File: src/sv/wbps_pkg.sv
`timescale 1ns / 1ps
// ----------------------------------------------------------------------------
// wbps_pkg
// Register map, widths and the configuration bundle of the byte pattern scanner.
// ----------------------------------------------------------------------------
package wbps_pkg;

    localparam int unsigned APB_ADDR_W   = 6;
    localparam int unsigned APB_DATA_W   = 64;
    localparam int unsigned PAT_WORDS    = 4;
    localparam int unsigned PAT_WORD_W   = 64;
    localparam int unsigned CARE_W       = 32;
    localparam int unsigned LEN_W        = 6;
    localparam int unsigned OFFSET_W     = 32;
    localparam logic [LEN_W-1:0] LEN_RESET = 6'd1;

    // Register index, taken from paddr[5:3]
    typedef enum logic [2:0] {
        REG_PAT_0_7   = 3'd0,
        REG_PAT_8_15  = 3'd1,
        REG_PAT_16_23 = 3'd2,
        REG_PAT_24_31 = 3'd3,
        REG_CARE_MASK = 3'd4,
        REG_PAT_LEN   = 3'd5
    } t_reg_idx;

    typedef struct packed {
        logic [PAT_WORDS-1:0][PAT_WORD_W-1:0] pattern;
        logic [CARE_W-1:0]                    care;
        logic [LEN_W-1:0]                     length;
    } t_cfg;

endpackage

File: src/sv/wbps_cell.sv
`timescale 1ns / 1ps
// ----------------------------------------------------------------------------
// wbps_cell
// One pattern position: flags that pattern bytes 0..k match ending at the
// newest byte, built from the left neighbor's flag of the previous byte.
// ----------------------------------------------------------------------------
module wbps_cell import wbps_pkg::*; (
    input  logic       i_clk,
    input  logic       i_rst_n,
    input  logic       i_clear,
    input  logic       i_advance,
    input  logic [7:0] i_data,
    input  logic       i_readable,
    input  logic       i_prev_match,
    input  logic [7:0] i_pat_byte,
    input  logic       i_care,
    output logic       o_match_next,
    output logic       o_match
);

    logic r_match;
    logic n_match;

    assign o_match_next = i_prev_match & i_readable & (~i_care | (i_data == i_pat_byte));
    assign o_match      = r_match;

    always_comb begin
        n_match = r_match;
        if (i_clear) begin
            n_match = 1'b0;
        end else if (i_advance) begin
            n_match = o_match_next;
        end
    end

    always_ff @(posedge i_clk) begin
        if (!i_rst_n) begin
            r_match <= 1'b0;
        end else begin
            r_match <= n_match;
        end
    end

endmodule

File: src/sv/wbps_cfg_regs.sv
`timescale 1ns / 1ps
// ----------------------------------------------------------------------------
// wbps_cfg_regs
// APB register file: four pattern words, care mask and pattern length.
// ----------------------------------------------------------------------------
module wbps_cfg_regs import wbps_pkg::*; (
    input  logic                  i_clk,
    input  logic                  i_rst_n,
    input  logic                  psel,
    input  logic                  penable,
    input  logic                  pwrite,
    input  logic [APB_ADDR_W-1:0] paddr,
    input  logic [APB_DATA_W-1:0] pwdata,
    output logic [APB_DATA_W-1:0] prdata,
    output logic                  pready,
    output t_cfg                  o_cfg
);

    t_cfg     r_cfg;
    t_cfg     n_cfg;
    t_reg_idx w_idx;
    logic     w_write;

    assign w_idx   = t_reg_idx'(paddr[5:3]);
    assign w_write = psel & penable & pwrite;
    assign pready  = 1'b1;
    assign o_cfg   = r_cfg;

    always_comb begin
        n_cfg = r_cfg;
        if (w_write) begin
            case (w_idx)
                REG_PAT_0_7:   n_cfg.pattern[0] = pwdata;
                REG_PAT_8_15:  n_cfg.pattern[1] = pwdata;
                REG_PAT_16_23: n_cfg.pattern[2] = pwdata;
                REG_PAT_24_31: n_cfg.pattern[3] = pwdata;
                REG_CARE_MASK: n_cfg.care       = pwdata[CARE_W-1:0];
                REG_PAT_LEN:   n_cfg.length     = pwdata[LEN_W-1:0];
                default:       n_cfg = r_cfg;
            endcase
        end
    end

    always_comb begin
        case (w_idx)
            REG_PAT_0_7:   prdata = r_cfg.pattern[0];
            REG_PAT_8_15:  prdata = r_cfg.pattern[1];
            REG_PAT_16_23: prdata = r_cfg.pattern[2];
            REG_PAT_24_31: prdata = r_cfg.pattern[3];
            REG_CARE_MASK: prdata = APB_DATA_W'(r_cfg.care);
            REG_PAT_LEN:   prdata = APB_DATA_W'(r_cfg.length);
            default:       prdata = '0;
        endcase
    end

    always_ff @(posedge i_clk) begin
        if (!i_rst_n) begin
            r_cfg.pattern <= '0;
            r_cfg.care    <= '0;
            r_cfg.length  <= LEN_RESET;
        end else begin
            r_cfg <= n_cfg;
        end
    end

endmodule

File: src/sv/wildcard_byte_pattern_scanner_top.sv
`timescale 1ns / 1ps
// ----------------------------------------------------------------------------
// wildcard_byte_pattern_scanner_top
// Streaming masked byte signature search over one section at a time.
// ----------------------------------------------------------------------------
// Takes one byte per clock cycle and reports the first place in the section
// where the pattern (up to MAX_PATTERN bytes, each either compared or a
// wildcard per care_mask) matches a run of readable bytes. The search is a
// row of MAX_PATTERN cells; cell k holds "pattern bytes 0..k match, ending at
// the newest byte", and each transfer every cell compares the incoming byte
// with its own pattern byte in parallel and takes its left neighbor's flag.
// The match is decided in the transfer's cycle and registered into the result
// register, so a byte can be accepted every cycle with no bubbles. The input
// stalls only while a finished result sits in the output register and the
// consumer stalls it. A match yields found = 1 with the offset of the first
// matched byte; bytes after a match are swallowed until last_byte. A section
// that ends without a match yields found = 0, offset 0. The state is cleared
// directly by the last byte's transfer, with no clearing pass.
// Pattern registers sit at byte address 8*i on the 64-bit APB port; write
// them only between sections.
// ----------------------------------------------------------------------------
module wildcard_byte_pattern_scanner_top import wbps_pkg::*; #(
    parameter int unsigned MAX_PATTERN   = 32,
    parameter int unsigned POSITION_BITS = 32
) (
    input  logic                  i_clk,
    input  logic                  i_rst_n,
    // configuration
    input  logic                  psel,
    input  logic                  penable,
    input  logic                  pwrite,
    input  logic [APB_ADDR_W-1:0] paddr,
    input  logic [APB_DATA_W-1:0] pwdata,
    output logic [APB_DATA_W-1:0] prdata,
    output logic                  pready,
    // byte stream
    input  logic                  i_in_valid,
    output logic                  o_in_stall,
    input  logic [7:0]            i_data_byte,
    input  logic                  i_readable,
    input  logic                  i_last_byte,
    // result
    output logic                  o_out_valid,
    input  logic                  i_out_stall,
    output logic                  o_found,
    output logic [OFFSET_W-1:0]   o_match_offset
);

    localparam int unsigned IDX_W = (MAX_PATTERN > 1) ? $clog2(MAX_PATTERN) : 1;
    localparam logic [LEN_W-1:0] MAX_LEN = LEN_W'(MAX_PATTERN);

    t_cfg w_cfg;

    wbps_cfg_regs u_cfg (
        .i_clk   (i_clk),
        .i_rst_n (i_rst_n),
        .psel    (psel),
        .penable (penable),
        .pwrite  (pwrite),
        .paddr   (paddr),
        .pwdata  (pwdata),
        .prdata  (prdata),
        .pready  (pready),
        .o_cfg   (w_cfg)
    );

    // Active length minus one: zero acts as one, too long clips to the cell count.
    logic [IDX_W-1:0] w_len_idx;

    always_comb begin
        if (w_cfg.length == '0) begin
            w_len_idx = '0;
        end else if (w_cfg.length > MAX_LEN) begin
            w_len_idx = IDX_W'(MAX_PATTERN - 1);
        end else begin
            w_len_idx = IDX_W'(w_cfg.length - LEN_W'(1));
        end
    end

    // Handshake and per-transfer control
    logic r_out_valid;
    logic r_found;
    logic [OFFSET_W-1:0] r_offset;
    logic r_reported;
    logic [POSITION_BITS-1:0] r_pos;

    logic w_fire;
    logic w_proc;
    logic w_clear;
    logic w_hit;

    logic [MAX_PATTERN-1:0] w_match_next;
    logic [MAX_PATTERN-1:0] w_match;

    assign o_in_stall = r_out_valid & i_out_stall;
    assign w_fire     = i_in_valid & ~o_in_stall;
    // Bytes after a match are not scanned; only their last_byte matters.
    assign w_proc     = w_fire & ~r_reported;
    assign w_clear    = w_fire & i_last_byte;
    assign w_hit      = w_proc & w_match_next[w_len_idx];

    // Row of compare cells: cell 0 starts a fresh partial match on every scanned byte.
    for (genvar k = 0; k < MAX_PATTERN; k++) begin : g_cell
        logic w_prev;

        if (k == 0) begin : g_head
            assign w_prev = 1'b1;
        end else begin : g_link
            assign w_prev = w_match[k-1];
        end

        wbps_cell u_cell (
            .i_clk        (i_clk),
            .i_rst_n      (i_rst_n),
            .i_clear      (w_clear),
            .i_advance    (w_proc),
            .i_data       (i_data_byte),
            .i_readable   (i_readable),
            .i_prev_match (w_prev),
            .i_pat_byte   (w_cfg.pattern[k/8][8*(k%8) +: 8]),
            .i_care       (w_cfg.care[k]),
            .o_match_next (w_match_next[k]),
            .o_match      (w_match[k])
        );
    end

    // Offset of the first matched byte, wrapped to the position width.
    logic [POSITION_BITS-1:0] w_start;
    assign w_start = r_pos - POSITION_BITS'(w_len_idx);

    logic                     n_out_valid;
    logic                     n_found;
    logic [OFFSET_W-1:0]      n_offset;
    logic                     n_reported;
    logic [POSITION_BITS-1:0] n_pos;

    always_comb begin
        n_out_valid = r_out_valid;
        n_found     = r_found;
        n_offset    = r_offset;
        n_reported  = r_reported;
        n_pos       = r_pos;

        // drop the result once the consumer takes it
        if (r_out_valid && !i_out_stall) begin
            n_out_valid = 1'b0;
        end

        if (w_proc) begin
            n_pos = r_pos + POSITION_BITS'(1);
        end

        if (w_hit) begin
            n_out_valid = 1'b1;
            n_found     = 1'b1;
            n_offset    = OFFSET_W'(w_start);
            n_reported  = 1'b1;
        end else if (w_proc && i_last_byte) begin
            n_out_valid = 1'b1;
            n_found     = 1'b0;
            n_offset    = '0;
        end

        // section ends: rewind for the next one
        if (w_clear) begin
            n_pos      = '0;
            n_reported = 1'b0;
        end
    end

    always_ff @(posedge i_clk) begin
        if (!i_rst_n) begin
            r_out_valid <= 1'b0;
            r_reported  <= 1'b0;
            r_pos       <= '0;
        end else begin
            r_out_valid <= n_out_valid;
            r_reported  <= n_reported;
            r_pos       <= n_pos;
        end
    end

    // hold result payload without reset
    always_ff @(posedge i_clk) begin
        r_found  <= n_found;
        r_offset <= n_offset;
    end

    assign o_out_valid    = r_out_valid;
    assign o_found        = r_found;
    assign o_match_offset = r_offset;

endmodule

File: config.mk
export PLATFORM = sky130hd
export DESIGN_NAME = wildcard_byte_pattern_scanner_top
export DESIGN_NICKNAME = d
export VERILOG_FILES = /design/src/sv/wbps_pkg.sv /design/src/sv/wbps_cell.sv /design/src/sv/wbps_cfg_regs.sv /design/src/sv/wildcard_byte_pattern_scanner_top.sv
export SDC_FILE = /design/constraint.sdc
export NUM_CORES = 1
export LEC_CHECK = 0
export ABC_AREA = 1
export BUFFER_PORTS_ARGS = -buffer_cell sky130_fd_sc_hd__clkbuf_2
export CAP_MARGIN = 10
export CORE_ASPECT_RATIO = 0.75
export CORE_MARGIN = 2
export CORE_UTILIZATION = 40
export DETAILED_ROUTE_END_ITERATION = 12
export PLACE_DENSITY = 0.55
export SETUP_SLACK_MARGIN = 0.3
export SLEW_MARGIN = 20
export SYNTH_ARGS = -nofsm -noshare
export SYNTH_HDL_FRONTEND = slang
export SYNTH_SLANG_ARGS = --single-unit
File: constraint.sdc
create_clock -name i_clk -period 4.2 [get_ports i_clk]
set_clock_uncertainty 0.15 [all_clocks]
set_input_delay 0.84 -clock i_clk [delete_from_list [all_inputs] [get_ports i_clk]]
set_output_delay 0.84 -clock i_clk [all_outputs]
set_load 0.005 [all_outputs]
==> metrics.md <==
| Metric | Value |
|---|---|
| Period utilisation layout | `0.903` |
| Synth Flop Type | `dfxtp_1` |
| R2r worst-path depth | `19` |
| Worst skew pair latency | `between 0.5 and 0.6 ns` |
| Layout Nets | `3,212` |
| Most area-hungry cell type in the Yosys netlist | `dfxtp_1` |
| Final Max Slew Viols | `0` |
| Mapped Nets | `approximately 3,100` |
| Largest net degree at the start of global routing | `around 150` |
| Starting density of the core | `0.403` |
| Number of fill cells in the layout | `approximately 5,200` |
| PD cells | `~370 nW/µm²` |
| Clock power share | `0.441` |
| Max Root-Sink Buffers | `3` |
| Gate power share | `0.111` |
| Post-route non-filler standard cell count | `between 3,000 and 4,000` |
| Die W | `about 270 µm` |
| Vias in the first global route | `19,000` |
| Die Area | `about 53,000 µm²` |
| Min Clock Period, post-route | `around 3.8 ns` |
| Worst Hold Launch | `o_found` |
| Synth area leaders | `dfxtp_1 (35%), nand2_1 (12%), o21ai_0 (8.5%)` |
| Slew @ Worst Pin | `0.792 ns` |
| Sw Pwr | `0.00236 W` |
| Clk slew on worst S/H paths | `approximately 0.06 ns` |
| Clock tree from TritonCTS | `built` |
| Top post-synthesis cells by count | `nand2_1 (680), nor2_1 (425), dfxtp_1 (360), o21ai_0 (350), inv_1 (250)` |
| Maximum fanout along the worst path | `15` |
| CP endpoint kind | `output pin` |
| Sequential element share of the synthesized area | `0.396` |
| Internal | `around 0.0064 W` |
| Post-DRT Antenna Nets | `0` |
| RSZ-0062 raised after global routing | `false` |
| Yosys cell types | `52` |
| Placer Congestion | `roughly 0.87` |
| CTS H-tree lvls | `2` |
| Worst min path class | `reg2reg` |
| Setup CP Type | `in2out` |
| IO Port Bufs | `about 180` |
| Initial antenna violation count | `4` |
| Root buf cell | `clkbuf_16` |
| Number of DRC markers in iteration 0 | `approximately 2,300` |
| Gr ovfl total | `0` |
| Core footprint | `approximately 51,000 µm²` |
| Critical Path RT | `approximately 3.2 ns` |
| Cell Area, Synth | `around 21,000 µm²` |
| RR Endpoint | `o_match_offset[28]` |
| WL per Instance | `around 20 µm` |
| CP Launch Point | `paddr[3]` |
| Critical Path Start Type | `input pin` |
| Most common cell in the synthesized netlist | `nand2_1` |
| Via-to-Cell Ratio | `5.43` |
| Switching share of power | `0.268` |
| Gr usage total | `0.275` |
| First-pass GRT wire length | `between 100,000 and 150,000 µm` |
| Hold Violations, Final | `0` |
| R2R Path Start | `u_cfg.o_cfg[1]` |
| Max-capacitance violation count | `0` |
| LEAKAGE | `between 9 and 10 nW` |
| Max frequency | `264 MHz` |
| Die Ht | `201 µm` |
| Share of the synthesized area in the top cell type | `0.349` |
| Total Wirelength | `around 75,000 µm` |
| Layout cells sized above 1 | `0.124` |
| Yosys reg bits | `a little under 400` |
| Hold Path End | `o_found` |
| Worst vdd ir | `approximately 0.23 mV` |
| DRC Markers | `0` |
| Seq pwr share | `0.448` |
| I/O Pins | `187` |
| Iteration count of the initial detailed-routing pass | `6` |
| Relative slew slack | `0.471` |
| Placed Cells | `between 3,000 and 4,000` |
| Num CTS Buffers | `44` |
| Synth Area per Inst | `~7 µm²` |
| TNS Setup | `0 ns` |
| Status | `completed` |
| YS warnings | `0` |
| Post-synth EDFFs | `32` |
| Clock sink count | `about 390` |
| Std cell rows | `72` |
| Synth-to-Final Area Change | `14.6%` |
| # setup viols final | `0` |
| CP arrival | `roughly 2.8 ns` |
| Hold depth | `2` |
| DR vias | `between 20,000 and 25,000` |
| Synthesized instance count | `3,009` |
| Ys async rst share | `0` |
| Final hold slack | `~0.32 ns` |
| Flop2flop setup slack | `~0.47 ns` |
| DP Wirelength | `slightly above 50,000 µm` |
## cells by family (layout without fill, tap and decap cells)
kind of cell / count (synthesis) / count (layout) / synth area share
adders and majority gates: 10 / 10 / 0.00643
DFF: 392 / 392 / 0.396
AOI/OAI and AO/OA: 685 / 685 / 0.184
and+or+nand+nor: 1330 / 1330 / 0.269
other: 1 / 3 / 0.000182
buffers and inverters: 460 / 598 / 0.0892
xor gates and xnor gates: 131 / 131 / 0.0556
## power by group through the flow
stage / Clock, W / Combinational, W / Sequential, W
2_1_floorplan: 0 / 0.000581 / 0.00402
3_3_place_gp: 0 / 0.000945 / 0.00402
3_5_place_dp: 0 / 0.000951 / 0.00402
4_1_cts: 0.00395 / 0.000956 / 0.00394
5_1_grt: 0.00411 / 0.00107 / 0.00395
6_report: 0.00388 / 0.000980 / 0.00394
## layer usage
metal / vias up / track usage / share of wire
li1: 10100 / - / -
met4: 4 / 0.0901 / 0.029
met3: 125 / 0.0667 / 0.096
met2: 864 / 0.384 / 0.40
met5: - / 0 / 0.00036
met1: 9639 / 0.409 / 0.47
## how the worst max path moves through the flow
| stage | cells after the start | to | slack (ns) |
|---|---|---|---|
| finish | 9 | prdata[15] | 0.41 |
| global route | 18 | o_match_offset[30] | 0.27 |
| CTS | 19 | o_match_offset[30] | 0.36 |
| detailed placement | 19 | o_match_offset[30] | 0.30 |
| global placement | 22 | o_match_offset[31] | 0.38 |
| floorplan | 16 | o_match_offset[0] | 0.66 |
## critical path: stages
cell,delay [ns]
clkbuf_2,0.12
inv_1,0.18
nor3_4,0.06
inv_1,0.58
buf_4,0.31
o22ai_1,0.09
a21oi_1,0.15
o221ai_1,0.26
clkbuf_2,0.21
## what timing repair did
action                                  CTS  global route
resized for setup                         1            11
cloned                                    0             0
endpoints found under the setup margin    1            10
hold endpoints to repair                  0             0
pin swaps                                 0             2
hold buffers                              0             0
buffers inserted                          0             3
## stage by stage
stage / cell area [µm²] / total power (W) / util / setup WS, ns
2_1_floorplan: 20600 / 0.00460 / - / 0.665
3_3_place_gp: 22200 / 0.00497 / 0.432 / 0.379
3_5_place_dp: 22200 / 0.00498 / 0.432 / 0.304
4_1_cts: 23600 / 0.00885 / 0.460 / 0.358
5_1_grt: 23700 / 0.00914 / 0.461 / 0.267
6_report: 23700 / 0.00881 / 0.461 / 0.407
## sequential cells by signal (all words and copies together) (netlist names)
name / cells
u_cfg.o_cfg: 294
o_match_offset: 32
r_pos: 32
g_cell.u_cell.o_match: 31
o_found: 1
o_out_valid: 1
r_reported: 1
## cells in the final DEF (no fill, tap or decap), types with 4 or more instances in the layout
master,count
nand2_1,678
nor2_1,418
dfxtp_1,360
o21ai_0,350
inv_1,248
a21oi_1,220
clkbuf_2,181
xnor2_1,110
nand4_1,83
nand3_1,83
buf_4,64
clkbuf_16,44
o2111ai_1,40
edfxtp_1,32
xor2_1,21
nor3_1,20
inv_2,16
a221oi_1,14
o22ai_1,14
clkbuf_8,14
clkbuf_1,12
nor2_2,10
a22oi_1,9
o221ai_1,8
a21oi_2,8
ha_1,8
clkinv_2,7
nand3_2,5
nor2_4,5
nor3_4,5
a221o_1,5
o211ai_1,5
nor3_2,5
buf_12,5
a31oi_1,4
nand2_2,4
nor4_1,4
## area by class of cell
type | instances | area, µm² | share of cell area
Sequential cell | 392 | 8170 | 0.345
Antenna cell | 2 | 5.00 | 0.000212
Timing Repair Buffer | 251 | 1500 | 0.0633
Clock buffer | 70 | 1340 | 0.0566
Clock inverter | 8 | 80.1 | 0.00339
Tap cell | 666 | 833 | 0.0352
Multi-Input combinational cell | 2157 | 10700 | 0.453
Inverter | 269 | 1020 | 0.0430
(Power assumes the default switching activity.)
